[config.mk]
export PLATFORM = sky130hd
export DESIGN_NAME = rme_mul
export DESIGN_NICKNAME = d
export VERILOG_FILES = /design/src/rme_mul.sv
export SDC_FILE = /design/constraint.sdc
export NUM_CORES = 2
export LEC_CHECK = 0
export BUFFER_PORTS_ARGS = -buffer_cell sky130_fd_sc_hd__buf_2
export CORE_UTILIZATION = 67
export CTS_CLUSTER_DIAMETER = 100
export CTS_CLUSTER_SIZE = 12
export DETAILED_ROUTE_END_ITERATION = 7
export PLACE_DENSITY_LB_ADDON = 0.05
export SYNTH_ARGS = -nofsm -noshare
export SYNTH_HDL_FRONTEND = slang
export SYNTH_SLANG_ARGS = --single-unit
[constraint.sdc]
create_clock -name clk -period 8.7 [get_ports clk]
set_input_delay 0.435 -clock clk [delete_from_list [all_inputs] [get_ports clk]]
set_output_delay 0.435 -clock clk [all_outputs]
set_load 0.01 [all_outputs]
[src/rme_mul.sv]
// ---------------------------------------------------------------------------
// rme_mul: shared registered multiplier
// Signed 33x33 product, kept to 64 bits since operands stay within 2^31.
// ---------------------------------------------------------------------------
module rme_mul (
  input  logic               clk,
  input  logic signed [32:0] op_a,
  input  logic signed [32:0] op_b,
  output logic signed [63:0] prod_r
);

  logic signed [65:0] prod_full;

  assign prod_full = op_a * op_b;

  always_ff @(posedge clk) begin
    prod_r <= prod_full[63:0];
  end

endmodule

# ---- Word-level counts from Yosys, hierarchy flattened
# Index checks and enable logic that the tools add are counted.
dict set report totals {
  ff_bits 64
  word_cells 2
  out_inout_bits 64
  input_bits 67
}
dict set report op_classes {
  multipliers 1
}
# cell n
set ops {}
lappend ops {{multiplier 33 x 33 -> 64 bit} 1}

# ---- Longest topological paths before layout
dict set report depth {
  ltp_word 1
  mapped_depth 28
  depth_no_buf 26
}

# ---- Worst setup path after synthesis
# Ideal clock, no wire load.
dict set report synth_timing {
  path_type {input-to-reg}
  start {in op_a[32]}
  end {reg prod_r[63]}
  path_buffers 1
  path_slack_ns 1.001
  stages 24
  arrival_time_ns 7.627
  setup_ns 0.072
  cell_sequence {clkbuf_1 nand2_1 inv_1 fa_1 fa_1 fa_1 inv_1 fa_1 inv_1 fa_1 fa_1 fa_1 inv_1 fa_1 inv_1 ha_1 a21o_1 a21o_1 a21oi_1 nand2_1 o31ai_1 o211ai_1 a21oi_1 xnor2_1}
}
dict set report synth_via {
  elab_chain_len 1
}
# element line_no
set synth_lines {}
lappend synth_lines {{from (decl)} 7} ;# input logic signed [32:0] op_a,
lappend synth_lines {{multiplier 33 x 33 -> 64 bit} 14} ;# assign prod_full = op_a * op_b;
lappend synth_lines {{named net prod_full[63]} 12} ;# logic signed [65:0] prod_full;
lappend synth_lines {{to (signal assigned)} 17} ;# prod_r <= prod_full[63:0];
lappend synth_lines {{to (decl)} 9} ;# output logic signed [63:0] prod_r
# The timed path passes the listed nets, and every way through them passes these cells.

# ---- Final worst setup path
dict set report layout_timing {
  start {in op_b[11]}
  end {reg prod_r[60]}
}
dict set report layout_via {
  elab_chain_len 1
}
# element line_no
set layout_lines {}
lappend layout_lines {{from (decl)} 8} ;# input logic signed [32:0] op_b,
lappend layout_lines {{multiplier 33 x 33 -> 64 bit} 14}
lappend layout_lines {{named net prod_full[60]} 12}
# The timed path passes the listed nets, and every way through them passes these cells.

==> impl_metrics.csv <==
group,metric,value,unit
outcome,status,"completed",
sta,final-max-slew-violation-count,0,
synth,yosysSeqAreaShare,0.0324,
worst_setup_path,worstPathRequired,8.94,ns
final_layout,largest_register_ffs,64,
synth,ys_async_sr_fraction,0,
floorplan,num_rows,88,
synth,yosys_warnings,0,
routing,viasPerCell,5.67,
synth,yosysMostFrequentCell,"fa_1",
synth,synth_common_cells,"fa_1 (1125), inv_1 (1086), and2_1 (548)",
final_layout,area_delta_synth_final,4.42,%
worst_setup_path,critPathLaunchType,"input port",
final_layout,drive_above_1_share,0.0558,
routing,dr_wl_met3,6800,um
global_routing,grt_first_pass_wirelength,172000,um
synth,synth_nets,5611,
synth,synth_enable_flop_cells,0,
placement,gp_congestion,0.941,
floorplan,start_util,0.681,
clocking,cts_root_buf,"clkbuf_16",
global_routing,grt_pass1_vias,30900,
sta,rsz0062_at_grt,"no",
synth,yosys-top-cells-area,"fa_1 (57%), inv_1 (10%), and2_1 (8.7%), ha_1 (6.7%), nand2_1 (5.2%)",
worst_setup_path,crit_slowest_cell,"fa_1",
placement,dp_hpwl,91600,um
floorplan,dieArea,60000,sq um
sta,setup_viol,0,
routing,dr.pass1.iters,7,
routing,vias,28300,
worst_setup_path,crit_family,"adder cells",
synth,synth_cell_types,57,
floorplan,die_w,245,um
synth,synth_top_flop_cell,"dfxtp_1",
worst_setup_path,cp_num_buf_inv,8,
routing,wl_met2,55200,um
placement,io_buffers,130,
synth,netlist_area,39500,sq um
floorplan,core-area,58000,sq um
clocking,clk_pin_slew,0.06,ns
run,cap_violations,0,
routing,drt-met1-wl,36900,um
clocking,tritoncts.num_buffers,9,
sta,timing.final.crit_share,0.925,
final_layout,fin_nets,5611,
synth,post_synth.cell_area_avg,9.40,sq um
clocking,cts_setup_buffers,0,
clocking,cts_resized,0,
final_layout,largest-register,"prod_r",
clocking,cts_buffer_depth,2,
routing,post-route-drc-count,0,
global_routing,grt_usage,0.389,
final_layout,reg_top3,"prod_r x64",
routing,top_layer,"met5",
routing,drtIter0Drc,1810,
hold_path,hp-class,"in -> reg",
worst_setup_path,critPathKind,"in -> reg",
floorplan,die-height,245,um
sta,max_slew.worst_pin.slew,0.851,ns
clocking,cts_sinks,64,
routing,post_drt_wl_per_cell,21.9,um
worst_setup_path,end_kind,"register",
worst_setup_path,worst_path_most_repeated_cell,"fa_1",
clocking,cts_hold_buf,0,
routing,drt-total-wl,109000,um
global_routing,grt_max_degree,34,
synth,synth_seq_cells,64,
worst_setup_path,worstPathMaxFanout,22,
sta,setup_tns,0,ns
clocking,cts_tree,"yes",
routing,antenna_left,0,
sta,slew_headroom,0.433,
synth,syn_inst,4207,
synth,synth_area_leader_cell,"fa_1",
worst_setup_path,arrival,8.29,ns
synth,yosysTopAreaCellShare,0.570,
worst_setup_path,cpPeakStageDelay,0.56,ns
floorplan,pin_count,131,
global_routing,antenna_found_initial,7,
sta,fin_crit,8.05,ns
sta,finalHoldViolCount,0,
sta,max_freq,0.124,GHz
global_routing,overflow,0,
clocking,htreeDepth,3,
-- area by class of cell --
cell class	count	area, sq um
Sequential cell	64	1280
Antenna cell	5	12.5
Clock inverter	6	115
Inverter	1086	4080
Tap cell	765	957
Multi-Input combinational cell	2835	33400
Clock buffer	10	239
Fill cell	4505	16700
Timing Repair Buffer	211	1260
-- routing by layer --
metal	global-route usage	up-vias
li1	-	11900
met1	0.451	14700
met2	0.660	1182
met3	0.0504	402
met4	0.298	2
met5	0	-
-- placed cells by master, fill, tap and decap left out, types with 4 or more instances in the layout --
master,count
o21ai_0,29
or3_1,4
inv_1,1086
clkbuf_16,9
dfxtp_1,64
xor2_1,21
nand2_1,547
o211ai_1,7
nand4_1,12
buf_4,81
nor4_1,4
nor2b_1,32
o21a_1,18
a21oi_1,69
buf_2,130
xnor2_1,55
o21ai_1,6
and2_1,548
diode_2,5
a21o_1,18
ha_1,212
and4_1,4
nand2b_1,9
and3_1,6
nand3_1,18
nor2_1,18
o31ai_1,4
o21bai_1,7
a31oi_1,6
nor3_1,11
a211oi_1,8
fa_1,1125
-- path summary, 6_finish.rpt --
path                          to  cells past startpoint     start
worst min-delay path   prod_r[0]                      3   op_b[0]
worst max-delay path  prod_r[60]                     27  op_b[11]
-- cell families (layout without fill, tap and decap cells) --
kind of cell / count (synthesis) / in the layout / synth area share
xor gates and xnor gates: 76 / 76 / 0.0168
buffers and inverters: 1308 / 1313 / 0.124
DFF: 64 / 64 / 0.0324
AOI/OAI and AO/OA: 200 / 200 / 0.0325
muxes: 1 / 1 / 0.000253
and+or+nand+nor: 1221 / 1221 / 0.157
other: 0 / 5 / 0
adders and majority gates: 1337 / 1337 / 0.637
-- worst min-delay path, cell delays in order --
cell and delay, ns:
buf_2 0.21, buf_4 0.25, and2_1 0.16
-- metrics by stage --
step	std cells	utilization	hold slack, ns	worst slack (ns)	instance area [sq um]
6_report	4982	0.712	0.745	0.654	41300
4_1_cts	4977	0.711	0.724	0.675	41300
3_5_place_dp	4961	0.705	0.828	0.303	40900
2_1_floorplan	4207	-	0.562	1.00	39500
3_3_place_gp	4961	0.705	0.827	0.414	40900
5_1_grt	4978	0.711	0.757	0.292	41300
Power is not shown: default switching activity piles up to over one toggle a cycle in this logic, so the estimate is an artifact.
