**config.mk**
```make
export PLATFORM = sky130hd
export DESIGN_NAME = rme_ram
export DESIGN_NICKNAME = d
export VERILOG_FILES = /design/src/rme_ram.sv
export SDC_FILE = /design/constraint.sdc
export NUM_CORES = 1
export LEC_CHECK = 0
export BUFFER_PORTS_ARGS = -buffer_cell sky130_fd_sc_hd__buf_2
export CAP_MARGIN = 25
export CORE_MARGIN = 3
export CORE_UTILIZATION = 40
export DETAILED_ROUTE_END_ITERATION = 12
export SLEW_MARGIN = 25
export SYNTH_ARGS = -nofsm -noshare
export SYNTH_HDL_FRONTEND = slang
export SYNTH_SLANG_ARGS = --single-unit
```
**constraint.sdc**
```tcl
create_clock -name clk -period 8.21 [get_ports clk]
set_input_delay 0.821 -clock clk [delete_from_list [all_inputs] [get_ports clk]]
set_output_delay 0.821 -clock clk [all_outputs]
set_load 0.005 [all_outputs]
```
**src/rme_ram.sv**
```systemverilog
// ---------------------------------------------------------------------------
// rme_ram: simple dual port synchronous RAM
// One write port and one read port with registered read data.
// ---------------------------------------------------------------------------
module rme_ram #(
  parameter int AW = 4,
  parameter int DW = 32
) (
  input  logic          clk,
  input  logic          we,
  input  logic [AW-1:0] waddr,
  input  logic [DW-1:0] wdata,
  input  logic [AW-1:0] raddr,
  output logic [DW-1:0] rdata_r
);

  logic [DW-1:0] mem [1 << AW];

  always_ff @(posedge clk) begin
    if (we) begin
      mem[waddr] <= wdata;
    end
    rdata_r <= mem[raddr];
  end

endmodule

```
* After elaboration in Yosys (flattened, before gate mapping)
Memories as Yosys holds them, arrays and structs flattened. A register that Yosys moved wholly into a read port is not among the register bits.
Index checks and enable logic that the tools add are counted.
** Operators by class
- $add $sub $neg :: 0
- Multiply operators :: 0
- Divide/modulo/power cells :: 0
- Magnitude comparators :: 0
- Eq/ne operators :: 0
- Shift operators :: 0
- Mux-type cells :: 2
- Bitwise operators :: 0
- Reduce and logical (&&, ||, !) cells :: 0
** Operators by type and width (count)
- 1-bit 2-to-1 mux :: 2
** Word-level totals
- Register bits after elaboration :: 0
- Bits in latches :: 0
- Bits in writable memories :: 512
- Bits in read-only memories :: 0
- Input bits :: 42
- Output and inout port bits :: 32
- Logic and storage cells :: 3
- Memories :: 1
** Memory list
- mem :: depth 16, width 32, rd ports 1, clocked after Yosys merged registers in 1, wr ports 1, line 17 : logic [DW-1:0] mem [1 << AW];

* Longest topological paths before layout
- Word-level depth :: 2
- Mapped depth :: 5
- Depth with buffers taken out :: 3

* Worst setup path after synthesis
OpenSTA, ideal clock, no wires.
- Path type :: input -> register
- Start :: input waddr[2]
- End :: memory mem[0][0], enable pin
- Setup time :: 461 ps
- Arrival time :: 3539 ps
- Data required time :: 7749 ps
- Path slack :: 4209 ps
- Stages :: 2
- Path buffers :: 0
- Path through :: or3b_2 -> nor3_1
** RTL lines
- from (decl) :: line 11 : input logic [AW-1:0] waddr,
- to (decl) :: line 17
Straight into the memory's write port.

==> summary.txt <==
Setup path
  • Critical path data arrival time: 3.11 ns
  • Setup Crit Path Kind: input pin to flop
  • Crit path required time: 8.68 ns
  • Setup crit end kind: flop
  • CP Launch Type: input pin
  • CP Max Fanout: 49

Synth
  • Synth area leaders: edfxtp_1 77%, mux4_2 15%, dfxtp_1 3.2%
  • Most frequent cell after synthesis: edfxtp_1
  • Mean Syn Cell Area: 23.7 µm²
  • Post-synth top flop: edfxtp_1
  • Synth area leader: edfxtp_1
  • Post-Syn Area: 0.0199 mm²
  • Area share of the largest cell type after synthesis: 0.774
  • Post-synthesis register bit count: 544
  • YS warnings: 0
  • Sequential cell area fraction in the yosys report: 0.807
  • Unique masters post-synth: 18
  • Cells after Synth: 838
  • Post-synth EDFFs: 512
  • Syn Nets: 880
  • Post-synth top cells: 512 x edfxtp_1, 128 x mux4_2, 64 x a22oi_1
  • FFs w/ async S/R, synth: 0

Floorplan
  • Row cnt: 81
  • Core region area: 0.0490 mm²
  • Full die area: 0.0523 mm²
  • IO Count: 74
  • Die Ht: 229 µm
  • Initial core utilization: 0.406
  • Die Wd: 229 µm

STA
  • Final Hold Vio Count: 0
  • Worst hold slack: 0.613 ns
  • Worst slew margin: 0.406
  • Pins over their slew limit: 0
  • Setup violations, final: 0
  • FMAX: 378 MHz
  • Unrepaired setup endpoints after global routing: no
  • Setup Skew: 0.0227 ns
  • Slew @ Worst Pin: 0.890 ns
  • Min Tclk post-route: 2.64 ns
  • Setup_tns: 0 ns
  • Tcrit/Tclk final: 0.322

Power and ir drop
  • Max IR drop VDD: 0.150 mV
  • Pwr dens: 250 mW/mm²
  • Leak: 7.31 nW

Drt
  • Drt first pass iters: 5
  • Post-route DRC: 0
  • Antenna-violating nets left: 0
  • Wire length per cell: 25.8 µm
  • Vias per cell: 5.44
  • Routed wire length: 42800 µm
  • Initial drt markers: 1006
  • Via count: 9010

Cells and area
  • Fin nets: 989
  • Final-layout fill cell count: 3983
  • Layout Cells excl Fill: 1657
  • Reg area: 0.0160 mm²
  • Multi-input logic area: 0.00375 mm²
  • Area grow syn2layout: 15.2%
  • Share of layout cells above drive strength 1: 0.329

Global routing
  • GRT Residual Overflow: 0
  • Vias in the first global route: 9371
  • First-pass GRT wire length: 62600 µm
  • Total GRT Usage: 0.163
  • Met1 global-route usage: 0.239
  • M3 GR Usage: 0.0324
  • Most used routing layer: met2
  • Initial antenna violation count: 5
  • Met2 Track Usage GR: 0.256
  • Largest net degree at the start of global routing: 58

Clock tree
  • Clock Sinks: 544
  • CTS Buf Count: 53
  • Worst-path clk slew: 0.06 ns
  • Setup Fix Bufs, Post-CTS: 0
  • CTS Root Cell: clkbuf_16
  • CTS tree: yes
  • CTS resizes: 0
  • H-tree lvl count: 2
  • Worst skew pair latency: 0.58 ns
  • # hold bufs at CTS: 0
  • CTS Buffer Depth: 3

Run
  • Max_cap viols: 0

Place
  • IO buf count: 73
  • Dpl cells: 1556
  • Placer Congestion: 0.687
  • Hpwl dp: 19600 µm

Status
  • Outcome: finished, final reports clean

Worst hold path
  • Min-Delay Path Class: input pin to flop
logic make-up after synthesis:
kind of cell,share of synthesized area
DFF,0.807
muxes,0.145
AOI/OAI and AO/OA,0.0242
and+or+nand+nor,0.0127
buffers and inverters,0.0112
routing by layer:
layer / share of wire / vias to the layer above
li1: - / 3794
met1: 0.44 / 4872
met2: 0.48 / 277
met3: 0.066 / 59
met4: 0.016 / 8
met5: 0.0012 / -
where the power goes:
part | internal, W | switching (W) | leakage [nW]
logic | 0.000109 | 0.000153 | 1.56
clock network | 0.00134 | 0.000987 | 0.847
registers | 0.00310 | 0.0000203 | 4.89
total | 0.00456 | 0.00116 | 7.31
area by class of cell:
class / instances / share of cell area
Antenna cell: 1 / 0.000109
Clock buffer: 75 / 0.0678
Clock inverter: 25 / 0.00635
Multi-Input combinational cell: 251 / 0.164
Sequential cell: 544 / 0.700
Tap cell: 664 / 0.0363
Timing Repair Buffer: 97 / 0.0252
cells in the final DEF (no fill, tap or decap):
| cell | instances |
|---|---|
| mux4_2 | 128 |
| diode_2 | 1 |
| clkinv_4 | 1 |
| clkbuf_16 | 55 |
| a22oi_1 | 64 |
| buf_2 | 71 |
| nand2_1 | 33 |
| nor2_4 | 13 |
| clkbuf_8 | 11 |
| nand3b_1 | 2 |
| buf_4 | 24 |
| nand3_1 | 1 |
| and2_2 | 1 |
| nor3_2 | 4 |
| clkbuf_1 | 10 |
| nor2b_4 | 2 |
| buf_16 | 1 |
| inv_6 | 1 |
| bufinv_16 | 1 |
| nand2b_1 | 2 |
| clkinv_2 | 12 |
| clkinv_1 | 10 |
| dfxtp_1 | 32 |
| or3b_2 | 1 |
| edfxtp_1 | 512 |
critical path, cell delays in order:
cell and delay [ns]:
clkbuf_8 0.51, buf_4 0.80, mux4_2 0.59, a22oi_1 0.22
nand2_1 0.08
flip-flops by register name, summed over array words and instances, names as in the netlist:
register / count
mem: 512
rdata_r: 32
worst paths after layout:
| kind | slack [ns] | cells after the start | start | end |
|---|---|---|---|---|
| worst min register to register | 0.65 | 3 | mem[5][19] | rdata_r[19] |
| worst max register to register | 6.89 | 3 | mem[11][7] | rdata_r[7] |
| worst max-delay path | 5.57 | 5 | raddr[0] | rdata_r[20] |
| worst min-delay path | 0.61 | 1 | wdata[12] | mem[15][12] |
through the flow:
| step | setup slack, ns | util | total power (W) | instance area, µm² |
|---|---|---|---|---|
| after global placement | 4.82 | 0.432 | 0.00344 | 21100 |
| after detailed placement | 4.88 | 0.433 | 0.00345 | 21200 |
| after floorplan | 4.21 | - | 0.00333 | 19900 |
| after global routing | 5.32 | 0.467 | 0.00591 | 22900 |
| after CTS | 5.48 | 0.467 | 0.00578 | 22900 |
| final | 5.57 | 0.467 | 0.00572 | 22900 |
Power figures use the tool's default switching activity.
